[src/sv/dpt_pkg.sv]
// Shared types and constants for the dual prescaled timer.
package dpt_pkg;

  // Item operation codes
  typedef enum logic [1:0] {
    OP_TICK   = 2'd0,
    OP_LOAD8  = 2'd1,
    OP_LOAD16 = 2'd2,
    OP_CLEAR  = 2'd3
  } op_t;

  // Configuration register indexes
  localparam int unsigned CFG_IDX_W  = 2;
  localparam int unsigned CFG_DATA_W = 3;
  localparam logic [CFG_IDX_W-1:0] CFG_T0_SEL = 2'd0;
  localparam logic [CFG_IDX_W-1:0] CFG_T1_EN  = 2'd1;
  localparam logic [CFG_IDX_W-1:0] CFG_T1_SEL = 2'd2;

  localparam logic [2:0] T0_SEL_RESET = 3'd7;

  // Clear mask bit positions
  localparam int unsigned CLR_FLAG8  = 0;
  localparam int unsigned CLR_FLAG16 = 1;

  typedef struct packed {
    logic [2:0] t0_sel;
    logic       t1_en;
    logic [1:0] t1_sel;
  } cfg_t;

  typedef struct packed {
    logic [8:0]  pre8;
    logic [3:0]  pre16;
    logic [7:0]  timer8;
    logic [15:0] timer16;
    logic        flag8;
    logic        flag16;
  } state_t;

  typedef struct packed {
    logic [7:0]  count8;
    logic [15:0] count16;
    logic        flag8;
    logic        flag16;
    logic        wrap8_now;
    logic        wrap16_now;
  } result_t;

endpackage

[src/sv/dpt_if.sv]
// Valid/ready channel interfaces for timer items and timer results.
interface dpt_item_if;
  logic        valid;
  logic        ready;
  logic [1:0]  op;
  logic [15:0] load_value;
  logic [1:0]  clear_mask;

  modport source (output valid, op, load_value, clear_mask, input ready);
  modport sink   (input valid, op, load_value, clear_mask, output ready);
endinterface

interface dpt_result_if;
  logic        valid;
  logic        ready;
  logic [7:0]  count8;
  logic [15:0] count16;
  logic        flag8;
  logic        flag16;
  logic        wrap8_now;
  logic        wrap16_now;

  modport source (output valid, count8, count16, flag8, flag16, wrap8_now, wrap16_now,
                  input ready);
  modport sink   (input valid, count8, count16, flag8, flag16, wrap8_now, wrap16_now,
                  output ready);
endinterface

[src/sv/dual_prescaled_timer_top.sv]
// Dual prescaled timer: top level with state, config registers and output skid.
//
//  channel  | dir | handshake     | payload
//  ---------+-----+---------------+-------------------------------------------------
//  req      | in  | valid/ready   | op, load_value, clear_mask
//  rsp      | out | valid/ready   | count8, count16, flag8, flag16, wrap8/16_now
//  cfg      | in  | cfg_we        | cfg_index, cfg_data
//
// One item per cycle while req is ready: the timer state updates at the edge that
// accepts an item, and its result is registered in the result register or skid.
// A two-entry output (result register plus skid) keeps req ready while one
// result waits; req stalls only once both entries hold results.
// rst (synchronous) clears timers, prescalers, flags, output valids; resets config.
module dual_prescaled_timer_top (
  input  logic                              clk,
  input  logic                              rst,
  dpt_item_if.sink                          req,
  dpt_result_if.source                      rsp,
  input  logic                              cfg_we,
  input  logic [dpt_pkg::CFG_IDX_W-1:0]     cfg_index,
  input  logic [dpt_pkg::CFG_DATA_W-1:0]    cfg_data
);

  dpt_pkg::cfg_t    cfg;
  dpt_pkg::state_t  st;
  dpt_pkg::state_t  st_next;
  dpt_pkg::result_t res_next;
  dpt_pkg::result_t out_data;
  dpt_pkg::result_t skid_data;
  logic             out_valid;
  logic             skid_valid;
  logic             in_fire;
  logic             out_fire;

  assign req.ready = !skid_valid;
  assign in_fire   = req.valid && req.ready;
  assign out_fire  = out_valid && rsp.ready;

  // configuration registers
  always_ff @(posedge clk) begin
    if (rst) begin
      cfg.t0_sel <= dpt_pkg::T0_SEL_RESET;
      cfg.t1_en  <= 1'b0;
      cfg.t1_sel <= 2'd0;
    end else if (cfg_we) begin
      unique case (cfg_index)
        dpt_pkg::CFG_T0_SEL: cfg.t0_sel <= cfg_data[2:0];
        dpt_pkg::CFG_T1_EN:  cfg.t1_en  <= cfg_data[0];
        dpt_pkg::CFG_T1_SEL: cfg.t1_sel <= cfg_data[1:0];
        default: ;
      endcase
    end
  end

  dpt_step u_step (
    .cfg        (cfg),
    .st         (st),
    .op         (req.op),
    .load_value (req.load_value),
    .clear_mask (req.clear_mask),
    .st_next    (st_next),
    .res        (res_next)
  );

  always_ff @(posedge clk) begin
    if (rst) begin
      st <= '0;
    end else if (in_fire) begin
      st <= st_next;
    end
  end

  // result register with skid entry
  always_ff @(posedge clk) begin
    if (rst) begin
      out_valid  <= 1'b0;
      skid_valid <= 1'b0;
    end else begin
      if (in_fire) begin
        if (!out_valid || out_fire) begin
          out_valid <= 1'b1;
        end else begin
          skid_valid <= 1'b1;
        end
      end else if (out_fire) begin
        out_valid  <= skid_valid;
        skid_valid <= 1'b0;
      end
    end
  end

  always_ff @(posedge clk) begin
    if (in_fire) begin
      if (!out_valid || out_fire) begin
        out_data <= res_next;
      end else begin
        skid_data <= res_next;
      end
    end else if (out_fire && skid_valid) begin
      out_data <= skid_data;
    end
  end

  assign rsp.valid      = out_valid;
  assign rsp.count8     = out_data.count8;
  assign rsp.count16    = out_data.count16;
  assign rsp.flag8      = out_data.flag8;
  assign rsp.flag16     = out_data.flag16;
  assign rsp.wrap8_now  = out_data.wrap8_now;
  assign rsp.wrap16_now = out_data.wrap16_now;

endmodule

[src/sv/dpt_step.sv]
// Next-state logic: prescalers, timers, loads and flag clears for one item.
module dpt_step (
  input  dpt_pkg::cfg_t    cfg,
  input  dpt_pkg::state_t  st,
  input  logic [1:0]       op,
  input  logic [15:0]      load_value,
  input  logic [1:0]       clear_mask,
  output dpt_pkg::state_t  st_next,
  output dpt_pkg::result_t res
);

  logic [8:0]  pre8_inc;
  logic [8:0]  ratio8;
  logic [3:0]  pre16_inc;
  logic [3:0]  ratio16;
  logic [7:0]  t8_inc;
  logic [15:0] t16_inc;
  logic        wrap8;
  logic        wrap16;

  assign pre8_inc  = st.pre8 + 9'd1;
  assign ratio8    = 9'd2 << cfg.t0_sel;
  assign pre16_inc = st.pre16 + 4'd1;
  assign ratio16   = 4'd1 << cfg.t1_sel;
  assign t8_inc    = st.timer8 + 8'd1;
  assign t16_inc   = st.timer16 + 16'd1;

  always_comb begin
    st_next = st;
    wrap8   = 1'b0;
    wrap16  = 1'b0;
    unique case (dpt_pkg::op_t'(op))
      dpt_pkg::OP_TICK: begin
        // counter at or past a lowered ratio also fires here
        if (pre8_inc >= ratio8) begin
          st_next.pre8   = '0;
          st_next.timer8 = t8_inc;
          if (t8_inc == 8'd0) begin
            st_next.flag8 = 1'b1;
            wrap8         = 1'b1;
          end
        end else begin
          st_next.pre8 = pre8_inc;
        end
        if (cfg.t1_en) begin
          if (pre16_inc >= ratio16) begin
            st_next.pre16   = '0;
            st_next.timer16 = t16_inc;
            if (t16_inc == 16'd0) begin
              st_next.flag16 = 1'b1;
              wrap16         = 1'b1;
            end
          end else begin
            st_next.pre16 = pre16_inc;
          end
        end
      end
      dpt_pkg::OP_LOAD8: begin
        st_next.timer8 = load_value[7:0];
      end
      dpt_pkg::OP_LOAD16: begin
        st_next.timer16 = load_value;
      end
      dpt_pkg::OP_CLEAR: begin
        if (clear_mask[dpt_pkg::CLR_FLAG8])  st_next.flag8  = 1'b0;
        if (clear_mask[dpt_pkg::CLR_FLAG16]) st_next.flag16 = 1'b0;
      end
      default: begin
        st_next = st;
      end
    endcase
  end

  always_comb begin
    res.count8     = st_next.timer8;
    res.count16    = st_next.timer16;
    res.flag8      = st_next.flag8;
    res.flag16     = st_next.flag16;
    res.wrap8_now  = wrap8;
    res.wrap16_now = wrap16;
  end

endmodule

[src/flat_wrapper.sv]
// flat-port wrapper written by rule: the top's interface ports become plain ports
module dual_prescaled_timer_top_flat 
  (clk, rst, cfg_we, cfg_index, cfg_data, req_valid, req_op, req_load_value, req_clear_mask, req_ready, rsp_valid, rsp_count8, rsp_count16, rsp_flag8, rsp_flag16, rsp_wrap8_now, rsp_wrap16_now, rsp_ready);
  dpt_item_if req_i ();
  dpt_result_if rsp_i ();
  input  logic clk;
  input  logic rst;
  input  logic cfg_we;
  input  logic [dpt_pkg::CFG_IDX_W-1:0] cfg_index;
  input  logic [dpt_pkg::CFG_DATA_W-1:0] cfg_data;
  input wire logic [$bits(req_i.valid)-1:0] req_valid;
  input wire logic [$bits(req_i.op)-1:0] req_op;
  input wire logic [$bits(req_i.load_value)-1:0] req_load_value;
  input wire logic [$bits(req_i.clear_mask)-1:0] req_clear_mask;
  output wire logic [$bits(req_i.ready)-1:0] req_ready;
  output wire logic [$bits(rsp_i.valid)-1:0] rsp_valid;
  output wire logic [$bits(rsp_i.count8)-1:0] rsp_count8;
  output wire logic [$bits(rsp_i.count16)-1:0] rsp_count16;
  output wire logic [$bits(rsp_i.flag8)-1:0] rsp_flag8;
  output wire logic [$bits(rsp_i.flag16)-1:0] rsp_flag16;
  output wire logic [$bits(rsp_i.wrap8_now)-1:0] rsp_wrap8_now;
  output wire logic [$bits(rsp_i.wrap16_now)-1:0] rsp_wrap16_now;
  input wire logic [$bits(rsp_i.ready)-1:0] rsp_ready;
  assign req_i.valid = req_valid;
  assign req_i.op = req_op;
  assign req_i.load_value = req_load_value;
  assign req_i.clear_mask = req_clear_mask;
  assign req_ready = req_i.ready;
  assign rsp_valid = rsp_i.valid;
  assign rsp_count8 = rsp_i.count8;
  assign rsp_count16 = rsp_i.count16;
  assign rsp_flag8 = rsp_i.flag8;
  assign rsp_flag16 = rsp_i.flag16;
  assign rsp_wrap8_now = rsp_i.wrap8_now;
  assign rsp_wrap16_now = rsp_i.wrap16_now;
  assign rsp_i.ready = rsp_ready;
  dual_prescaled_timer_top u_core (.clk(clk), .rst(rst), .req(req_i), .rsp(rsp_i), .cfg_we(cfg_we), .cfg_index(cfg_index), .cfg_data(cfg_data));
endmodule
[config.mk]
export PLATFORM = sky130hd
export DESIGN_NAME = dual_prescaled_timer_top_flat
export DESIGN_NICKNAME = d
export VERILOG_FILES = /design/src/sv/dpt_pkg.sv /design/src/sv/dpt_if.sv /design/src/sv/dual_prescaled_timer_top.sv /design/src/sv/dpt_step.sv /design/src/flat_wrapper.sv
export SDC_FILE = /design/constraint.sdc
export NUM_CORES = 1
export LEC_CHECK = 0
export ABC_AREA = 1
export BUFFER_PORTS_ARGS = -buffer_cell sky130_fd_sc_hd__buf_2
export CAP_MARGIN = 20
export CORE_ASPECT_RATIO = 2
export CORE_UTILIZATION = 55
export DETAILED_ROUTE_END_ITERATION = 6
export HOLD_SLACK_MARGIN = 0.15
export PLACE_DENSITY = 0.85
export SYNTH_ARGS = -nofsm -noshare
export SYNTH_HDL_FRONTEND = slang
export SYNTH_SLANG_ARGS = --single-unit
[constraint.sdc]
create_clock -name clk -period 5.15 [get_ports clk]
set_clock_uncertainty 0.15 [all_clocks]
set_input_delay 0.7725 -clock clk [delete_from_list [all_inputs] [get_ports clk]]
set_output_delay 0.7725 -clock clk [all_outputs]
set_load 0.005 [all_outputs]
==> results.sh, run 1 <==
export IMPL_status="complete, no violations"
export IMPL_yosysTopAreaCell="edfxtp_1"
export IMPL_vias_per_cell=5.734
export IMPL_fin_total_pwr_w=0.001880
export IMPL_drive_gt1_share_pct=12.74
export IMPL_slew_headroom_pct=27.77
export IMPL_clk_latency_ns=0.35
export IMPL_max_freq_ghz=0.3011
export IMPL_clk_pin_slew_ns=0.07
export IMPL_leakage_nw=2.586
export IMPL_drtIter0Drc=379
export IMPL_timing_hold_violations_final=0
export IMPL_fp_dieH_um=142.6
export IMPL_synth_common_cells="208 x nand2_1, 56 x edfxtp_1, 53 x nor2_1"
export IMPL_grt_pass1_wl_um=21740
export IMPL_io_buffers=59
export IMPL_rsz0062_at_grt="false"
export IMPL_num_vias=4897
export IMPL_clockBufferDepth=2
export IMPL_tightest_slew_ns=1.082
export IMPL_die_area_um2=10310
export IMPL_ant_nets=0
export IMPL_fin_hold_ws_ns=0.3413
export IMPL_finalSetupViolations=0
export IMPL_rows=51
export IMPL_cts_root_buffer="clkbuf_16"
export IMPL_crit_type="register to register"
export IMPL_postLayoutCoreUtil_pct=63.81
export IMPL_start_util_pct=56.40
export IMPL_grt_overflow=0
export IMPL_critical_path_endpoint_type="register"
export IMPL_regToRegEndpoint="u_core.rsp.count8[4]"
export IMPL_post_cts_buffers=0
export IMPL_netlist_instances=670
export IMPL_firstDrtPassIters=5
export IMPL_wire_per_inst_um=15.86
export IMPL_critPathRequiredTime_ns=5.09
export IMPL_n_antenna_cell=0
export IMPL_syn_to_final_growth_pct=13.15
export IMPL_final_cells=854
export IMPL_grtUsageTotal_pct=27.54
export IMPL_worstReg2RegStart="u_core.st[30]"
export IMPL_numClockSinks=103
export IMPL_cts_tree="done"
export IMPL_h_tree_depth=3
export IMPL_netlist_area_um2=5434
export IMPL_hold_path_class="register to register"
export IMPL_synthTopCellsByArea="edfxtp_1 31%, dfxtp_1 17%, nand2_1 14%"
export IMPL_io_pin_count=60
export IMPL_holdBufCountCts=0
export IMPL_dp_cells=837
export IMPL_die_x_um=72.29
export IMPL_cp_endpoint="u_core.rsp.count8[4]"
export IMPL_syn_avg_cell_area_um2=8.110
export IMPL_gp_congestion=0.9760
export IMPL_busiest_layer="met2"
export IMPL_grt_max_degree=57
export IMPL_met2_usage_pct=51.11
export IMPL_r2r_slack_ns=1.83
export IMPL_grt_pass1_vias=4699
export IMPL_cap_violations=0
export IMPL_use_met3_pct=4.816
export IMPL_yosysSeqAreaShare_pct=48.26
export IMPL_cp_start_kind="register"
export IMPL_syn_nets=720
export IMPL_cts_resized=0
export IMPL_ir_drop_uv=281.9
export IMPL_synth_top_flop_cell="edfxtp_1"
export IMPL_core_area_um2=9635
export IMPL_cellPowerDensity_nw_per_um2=305.8
export IMPL_use_met1_pct=26.65
export IMPL_yosysUniqueCellTypes=38
export IMPL_synth_async_sr_flop_share_pct=0
export IMPL_finalCriticalPeriod_ns=3.322
export IMPL_netlist_area_leader_share_pct=30.95
export IMPL_cts_made_buffers=9
export IMPL_dp_hpwl_um=9636
export IMPL_final_period_utilization_pct=64.50
export IMPL_antenna_found_initial=0
export IMPL_worstSetupStartpoint="u_core.st[30]"
export IMPL_crit_fanout=18
export IMPL_ys_seq_elements=103
export IMPL_drv_slew=0
export IMPL_synth_edff_count=56
export IMPL_r2r_cells=15
export IMPL_arrival_ns=3.26
export IMPL_holdPathStages=2
export IMPL_layout_nets=767
export IMPL_drc=0
export IMPL_wl_um=13540
export IMPL_finalSetupTns_ns=0
export IMPL_synth_most_common_cell="nand2_1"
export IMPL_synth_warnings=0
==> critical path, stage by stage (launching register included) <==
cell	delay [ns]
dfxtp_1	0.38
ha_1	0.18
nand2_1	0.05
inv_1	0.11
nand2_1	0.06
nor2_1	0.18
xor2_1	0.26
ha_1	0.29
a21oi_1	0.15
nor2_1	0.07
nor3_2	0.17
nand3_2	0.31
o21ai_0	0.31
o21ai_0	0.15
nand2_1	0.12
nand2_1	0.11
==> flip-flops by register name, summed over array words and instances (netlist names) <==
| signal | flops |
|---|---|
| u_core.rsp.wrap8_now | 1 |
| u_core.rsp.flag16 | 1 |
| u_core.rsp.valid | 1 |
| u_core.rsp.count16 | 16 |
| u_core.cfg | 6 |
| u_core.rsp.wrap16_now | 1 |
| u_core.rsp.count8 | 8 |
| u_core.skid_valid | 1 |
| u_core.st | 39 |
| u_core.skid_data | 28 |
| u_core.rsp.flag8 | 1 |
==> worst min-delay path by stage <==
stage	start	to	slack (ns)
6_report	u_core.st[0]	u_core.st[0]	0.34
5_1_grt	u_core.st[29]	u_core.st[29]	0.35
4_1_cts	u_core.st[29]	u_core.st[29]	0.34
3_5_place_dp	u_core.st[1]	u_core.st[1]	0.33
3_3_place_gp	u_core.st[29]	u_core.st[29]	0.32
2_1_floorplan	u_core.st[29]	u_core.st[29]	0.31
==> layout make-up <==
cell class	instances	area, um^2
Timing Repair Buffer	63	345.3
Clock inverter	6	85.08
Sequential cell	103	2623
Multi-Input combinational cell	490	2514
Clock buffer	10	229.0
Inverter	50	187.7
Fill cell	810	3487
Tap cell	132	165.2
==> layout by cell type (no fill, tap or decap), types with 5 or more instances in the layout <==
cell type	synthesis	final
nand3_1	39	39
nand4_1	12	12
ha_1	20	20
nor2_1	53	52
edfxtp_1	56	56
xor2_1	9	9
dfxtp_1	47	47
o21ai_0	26	26
a22oi_1	21	21
buf_2	3	59
clkbuf_16	0	9
inv_1	49	49
o211ai_1	17	17
a21oi_1	49	49
nand2_1	208	208
xnor2_1	5	5
nor3_1	6	6
==> logic make-up (layout without fill, tap and decap cells) <==
family,Yosys count,after routing,synth area share [%]
xor gates and xnor gates,14,14,2.257
and+or+nand+nor,333,333,25.77
buffers and inverters,77,129,5.526
DFF,103,103,48.26
adders and majority gates,20,20,4.605
AOI/OAI and AO/OA,123,123,13.59
==> stage by stage <==
stage / area, um^2 / setup slack [ns]
after floorplan: 5434 / 1.717
after global placement: 5807 / 1.772
after CTS: 6121 / 1.861
final: 6148 / 1.828
after detailed placement: 5807 / 1.667
after global routing: 6148 / 1.487
==> layer usage <==
| layer | up-vias | wire length [um] |
|---|---|---|
| li1 | 2369 | - |
| met1 | 2257 | 4597 |
| met2 | 204 | 7555 |
| met3 | 67 | 610 |
| met4 | 0 | 778 |
| met5 | - | 0 |
==> where the power goes <==
| part | total, W | internal [W] | switching [W] |
|---|---|---|---|
| Clock | 0.000716 | 0.000424 | 0.000292 |
| Combinational | 0.000219 | 0.0000752 | 0.000144 |
| Sequential | 0.000945 | 0.000918 | 0.0000275 |
| Total | 0.00188 | 0.00142 | 0.000464 |
No activity file was read; power rests on OpenSTA's default activity.
==> inputs of run 2 (changes only) <==
clock period = 3.1 ns   (was 5.15 ns; I/O delays follow)
==> results.sh, run 2 (synthesis gave the netlist of run 1 again) <==
export IMPL_status="complete, no violations"
export IMPL_crit_path_max_incr_delay_ns=0.38
export IMPL_crit_type="register to register"
export IMPL_hold_path_class="input pin to register"
export IMPL_finalSetupViolations=0
export IMPL_numClockSinks=103
export IMPL_n_antenna_cell=0
export IMPL_grt_pass1_vias=4878
export IMPL_cap_violations=0
export IMPL_final_period_utilization_pct=95.42
export IMPL_die_x_um=72.29
export IMPL_drive_gt1_share_pct=14.07
export IMPL_critical_path_endpoint_type="register"
export IMPL_drv_slew=0
export IMPL_vias_per_cell=5.817
export IMPL_drc=0
export IMPL_num_vias=5026
export IMPL_io_buffers=59
export IMPL_r2r_slack_ns=0.14
export IMPL_cts_made_buffers=9
export IMPL_fp_dieH_um=142.6
export IMPL_start_util_pct=56.40
export IMPL_final_common_cell="nand2_1"
export IMPL_clockBufferDepth=2
export IMPL_fillers=794
export IMPL_leakage_nw=2.623
export IMPL_max_freq_ghz=0.3381
export IMPL_finalCriticalPeriod_ns=2.958
export IMPL_crit_fanout=9
export IMPL_tightest_slew_ns=0.5716
export IMPL_wire_per_inst_um=16.92
export IMPL_cts_tree="done"
export IMPL_cellPowerDensity_nw_per_um2=494.9
export IMPL_fin_total_pwr_w=0.003075
export IMPL_fin_hold_ws_ns=0.1970
export IMPL_h_tree_depth=3
export IMPL_die_area_um2=10310
export IMPL_clk_pin_slew_ns=0.07
export IMPL_dp_hpwl_um=10250
export IMPL_largest_reg_flops=39
export IMPL_ir_drop_uv=369.8
export IMPL_clk_latency_ns=0.35
export IMPL_timing_hold_violations_final=0
export IMPL_path_common_cell="nand2_1"
export IMPL_rsz0062_at_grt="true"
export IMPL_critPathRequiredTime_ns=3.05
export IMPL_grtUsageTotal_pct=28.81
export IMPL_ant_nets=0
export IMPL_drtIter0Drc=486
export IMPL_core_area_um2=9635
export IMPL_gp_congestion=0.9387
export IMPL_cts_root_buffer="clkbuf_16"
export IMPL_antenna_found_initial=0
export IMPL_grt_pass1_wl_um=22380
export IMPL_rows=51
export IMPL_io_pin_count=60
export IMPL_grt_max_degree=55
export IMPL_arrival_ns=2.91
export IMPL_syn_to_final_growth_pct=14.34
export IMPL_layout_nets=777
export IMPL_multi_input_area_um2=2555
export IMPL_critical_path_buf_inv_count=1
export IMPL_most_common_layout_cells="207 x nand2_1, 59 x buf_2, 56 x edfxtp_1, 51 x nor2_1"
export IMPL_largest_register="u_core.st"
export IMPL_slew_headroom_pct=61.75
export IMPL_cp_start_kind="register"
export IMPL_finalSetupTns_ns=0
export IMPL_crit_chain="ha_1 -> nand2_1 -> inv_1 -> nand2_1 -> nor2_1 -> nand3_1 -> xnor2_1 -> ha_1 -> nand2_1 -> nor2_2 -> nand4_1 -> nand3_4 -> o21ai_0 -> o211ai_1 -> nand2_1 -> nand2_1 -> nand2_1"
export IMPL_seq_area_um2=2623
export IMPL_firstDrtPassIters=5
export IMPL_grt_overflow=0
export IMPL_critPathTopFamily="simple AND/OR/NAND/NOR gates"
export IMPL_slowest_stage="dfxtp_1"
export IMPL_wl_um=14620
-- run 2: worst paths after layout --
kind,startpoint,to,depth (start not counted)
setup reg to reg,u_core.st[30],u_core.rsp.count8[2],17
hold reg to reg,u_core.st[1],u_core.st[1],2
setup / recovery,u_core.st[30],u_core.rsp.count8[2],17
hold / removal,cfg_data[2],u_core.cfg[5],3
-- run 2: area by class of cell --
| type | instances | share of cell area [%] |
|---|---|---|
| clock inverter | 6 | 0.9867 |
| inverter | 50 | 3.021 |
| clock buffer | 10 | 3.685 |
| multi-input combinational | 491 | 41.12 |
| timing repair buffer | 72 | 6.323 |
| sequential | 103 | 42.21 |
| tap | 132 | 2.658 |
-- run 2: per-stage QoR --
stage                     instances  setup WS (ns)  utilization, %  instance area, um^2
after CTS                       860        0.06375           63.85                 6152
after global routing            864       -0.05993           64.49                 6213
after detailed placement        844        0.08545           60.84                 5862
after floorplan                 670         0.3837               -                 5436
final                           864         0.1421           64.49                 6213
after global placement          844         0.2019           60.84                 5862
-- run 2: worst register-to-register path: cells and delay by family (launching register included) --
family | cells | cell delay [ns]
DFF | 1 | 0.38
xor gates and xnor gates | 1 | 0.16
AOI/OAI and AO/OA | 2 | 0.24
and+or+nand+nor | 11 | 1.22
adders and majority gates | 2 | 0.49
buffers and inverters | 1 | 0.08
-- run 2: where the power goes --
| group | internal [W] | total [W] | switching (W) |
|---|---|---|---|
| Sequential | 0.00152 | 0.00157 | 0.0000485 |
| Clock | 0.000622 | 0.00111 | 0.000492 |
| Combinational | 0.000135 | 0.000388 | 0.000253 |
-- run 2: metal layers --
layer,global-route usage [%],vias up,share of wire (%)
met5,0,-,0
met4,18.89,0,5.3
met3,5.241,63,4.5
met2,55.24,227,56
met1,26.35,2341,34
li1,-,2395,-
-- run 2: repair_timing --
action                                  in CTS  in global routing
hold buffers                                 0                  0
buffers inserted                             0                  3
gates resized for setup                      0                 11
endpoints found under the hold margin        0                  0
endpoints found under the setup margin       0                 32
==> inputs of run 3 (changes only) <==
REMOVE_ABC_BUFFERS = 1   (was default)
==> results.sh, run 3 (synthesis gave the netlist of run 1 again) <==
export IMPL_most_common_layout_cells="203 x nand2_1, 59 x buf_2, 56 x edfxtp_1"
export IMPL_fp_dieH_um=142.6
export IMPL_io_pin_count=60
export IMPL_leakage_nw=2.713
export IMPL_syn_to_final_growth_pct=17.02
export IMPL_cts_tree="done"
export IMPL_critPathRequiredTime_ns=3.22
export IMPL_dp_hpwl_um=10090
export IMPL_final_period_utilization_pct=103.2
export IMPL_die_x_um=72.29
export IMPL_regToRegEndpoint="u_core.st[23]"
export IMPL_largest_reg_flops=39
export IMPL_ir_drop_uv=306.3
export IMPL_crit_type="register to register"
export IMPL_worstReg2RegStart="u_core.st[30]"
export IMPL_slew_headroom_pct=54.35
export IMPL_grt_max_degree=37
export IMPL_cts_root_buffer="clkbuf_16"
export IMPL_clk_pin_slew_ns=0.07
export IMPL_dp_cells=845
export IMPL_holdPathStages=3
export IMPL_status="complete, but fails checks"
export IMPL_crit_fanout=4
export IMPL_drc=0
export IMPL_num_vias=5150
export IMPL_antenna_found_initial=0
export IMPL_hold_end="u_core.cfg[5]"
export IMPL_gp_congestion=0.9643
export IMPL_final_area_um2=6359
export IMPL_numClockSinks=103
export IMPL_clk_latency_ns=0.35
export IMPL_layout_nets=785
export IMPL_vias_per_cell=5.906
export IMPL_largest_register="u_core.st"
export IMPL_finalSetupTns_ns=-0.1175
export IMPL_worstHoldStart="cfg_data[2]"
export IMPL_wl_um=14970
export IMPL_final_common_cell="nand2_1"
export IMPL_ant_nets=0
export IMPL_fillers=756
export IMPL_hold_path_class="input pin to register"
export IMPL_timing_hold_violations_final=0
export IMPL_core_area_um2=9635
export IMPL_r2r_slack_ns=-0.10
export IMPL_die_area_um2=10310
export IMPL_tightest_slew_ns=0.6840
export IMPL_grt_pass1_vias=4954
export IMPL_setup_ws_ns=-0.1007
export IMPL_grtUsageTotal_pct=28.51
export IMPL_max_freq_ghz=0.3124
export IMPL_drtIter0Drc=572
export IMPL_grt_pass1_wl_um=22390
export IMPL_final_cells=872
export IMPL_cts_made_buffers=9
export IMPL_drv_slew=0
export IMPL_arrival_ns=3.32
export IMPL_clockBufferDepth=2
export IMPL_finalCriticalPeriod_ns=3.201
export IMPL_drive_gt1_share_pct=17.03
export IMPL_grt_overflow=0
export IMPL_finalSetupViolations=2
export IMPL_start_util_pct=56.40
export IMPL_rows=51
export IMPL_cap_violations=0
export IMPL_cellPowerDensity_nw_per_um2=504.8
export IMPL_holdBufCountCts=0
export IMPL_r2r_cells=18
export IMPL_seq_area_um2=2628
export IMPL_multi_input_area_um2=2613
export IMPL_n_antenna_cell=0
export IMPL_dpl_instance_area_um2=5869
export IMPL_wire_per_inst_um=17.17
export IMPL_cp_start_kind="register"
export IMPL_h_tree_depth=3
export IMPL_postLayoutCoreUtil_pct=65.99
export IMPL_firstDrtPassIters=5
export IMPL_critical_path_endpoint_type="register"
export IMPL_io_buffers=59
export IMPL_violations="setup timing"
[run 3: cell types whose count changed in the layout (fill, tap and decap cells not counted), moves of 3 or more]
cell / before / now
o21ai_0: 20 / 23
nand2_1: 207 / 203
o21ai_1: 7 / 4
buf_4: 13 / 19
nand2_2: 3 / 7
nand3_2: 2 / 5
[run 3: repair_timing]
item | in CTS | in global routing
cloned | 0 | 3
endpoints found under the setup margin | 1 | 18
buffers inserted | 0 | 8
resized for setup | 1 | 20
endpoints found under the hold margin | 0 | 0
pin swaps | 0 | 9
[run 3: worst max-delay path: stages, from the launching register on]
cell and delay (ns):
dfxtp_4 0.37, ha_2 0.18, nand2_1 0.05, inv_1 0.11, nand2_2 0.08, nor2_4 0.15, nand3_2 0.12, xnor2_2 0.16
ha_1 0.31, nand2_1 0.12, nor2_2 0.07, nor3_4 0.13, buf_4 0.17, nand3_2 0.15, a21oi_1 0.20, o21ai_0 0.12
nand2_1 0.13, nand2_1 0.11, a21oi_1 0.22
[run 3: area by class of cell]
type	instances	area share (%)
sequential	103	41.32
clock buffer	9	3.542
clock inverter	7	1.614
timing repair buffer	78	6.887
tap	132	2.597
inverter	50	2.952
multi-input combinational	493	41.09
[run 3: per-layer routing]
layer | global-route usage, % | up-vias | wire length, um
li1 | - | 2410 | -
met1 | 26.54 | 2359 | 4852
met2 | 53.32 | 284 | 8162
met3 | 4.958 | 97 | 905
met4 | 20.74 | 0 | 1049
met5 | 0 | - | 0
[run 3: how the worst max path moves through the flow]
| stage | startpoint | end | slack (ns) | cells after the start |
|---|---|---|---|---|
| detailed placement | u_core.st[30] | u_core.rsp.count8[3] | 0.07 | 15 |
| finish | u_core.st[30] | u_core.st[23] | -0.10 | 18 |
| global placement | u_core.st[30] | u_core.rsp.count8[6] | 0.19 | 16 |
| CTS | u_core.st[30] | u_core.rsp.count8[6] | 0.05 | 15 |
| global route | u_core.st[30] | u_core.st[23] | -0.27 | 18 |
| floorplan | req_valid | u_core.rsp.count16[0] | -0.74 | 5 |
[run 3: report_power, final]
group          leakage (nW)  switching (W)  internal, W
sequential            0.923      0.0000462      0.00152
clock                 0.162       0.000514     0.000719
combinational          1.63       0.000263     0.000144
total                  2.71       0.000823      0.00239
[run 3: through the flow]
step / hold slack [ns] / power [W] / worst slack [ns]
floorplan: 0.3016 / 0.001797 / -0.7416
global placement: 0.3192 / 0.001946 / 0.1927
detailed placement: 0.3337 / 0.001959 / 0.06752
CTS: 0.2022 / 0.003173 / 0.05404
global route: 0.2174 / 0.003305 / -0.2671
finish: 0.1978 / 0.003210 / -0.1007
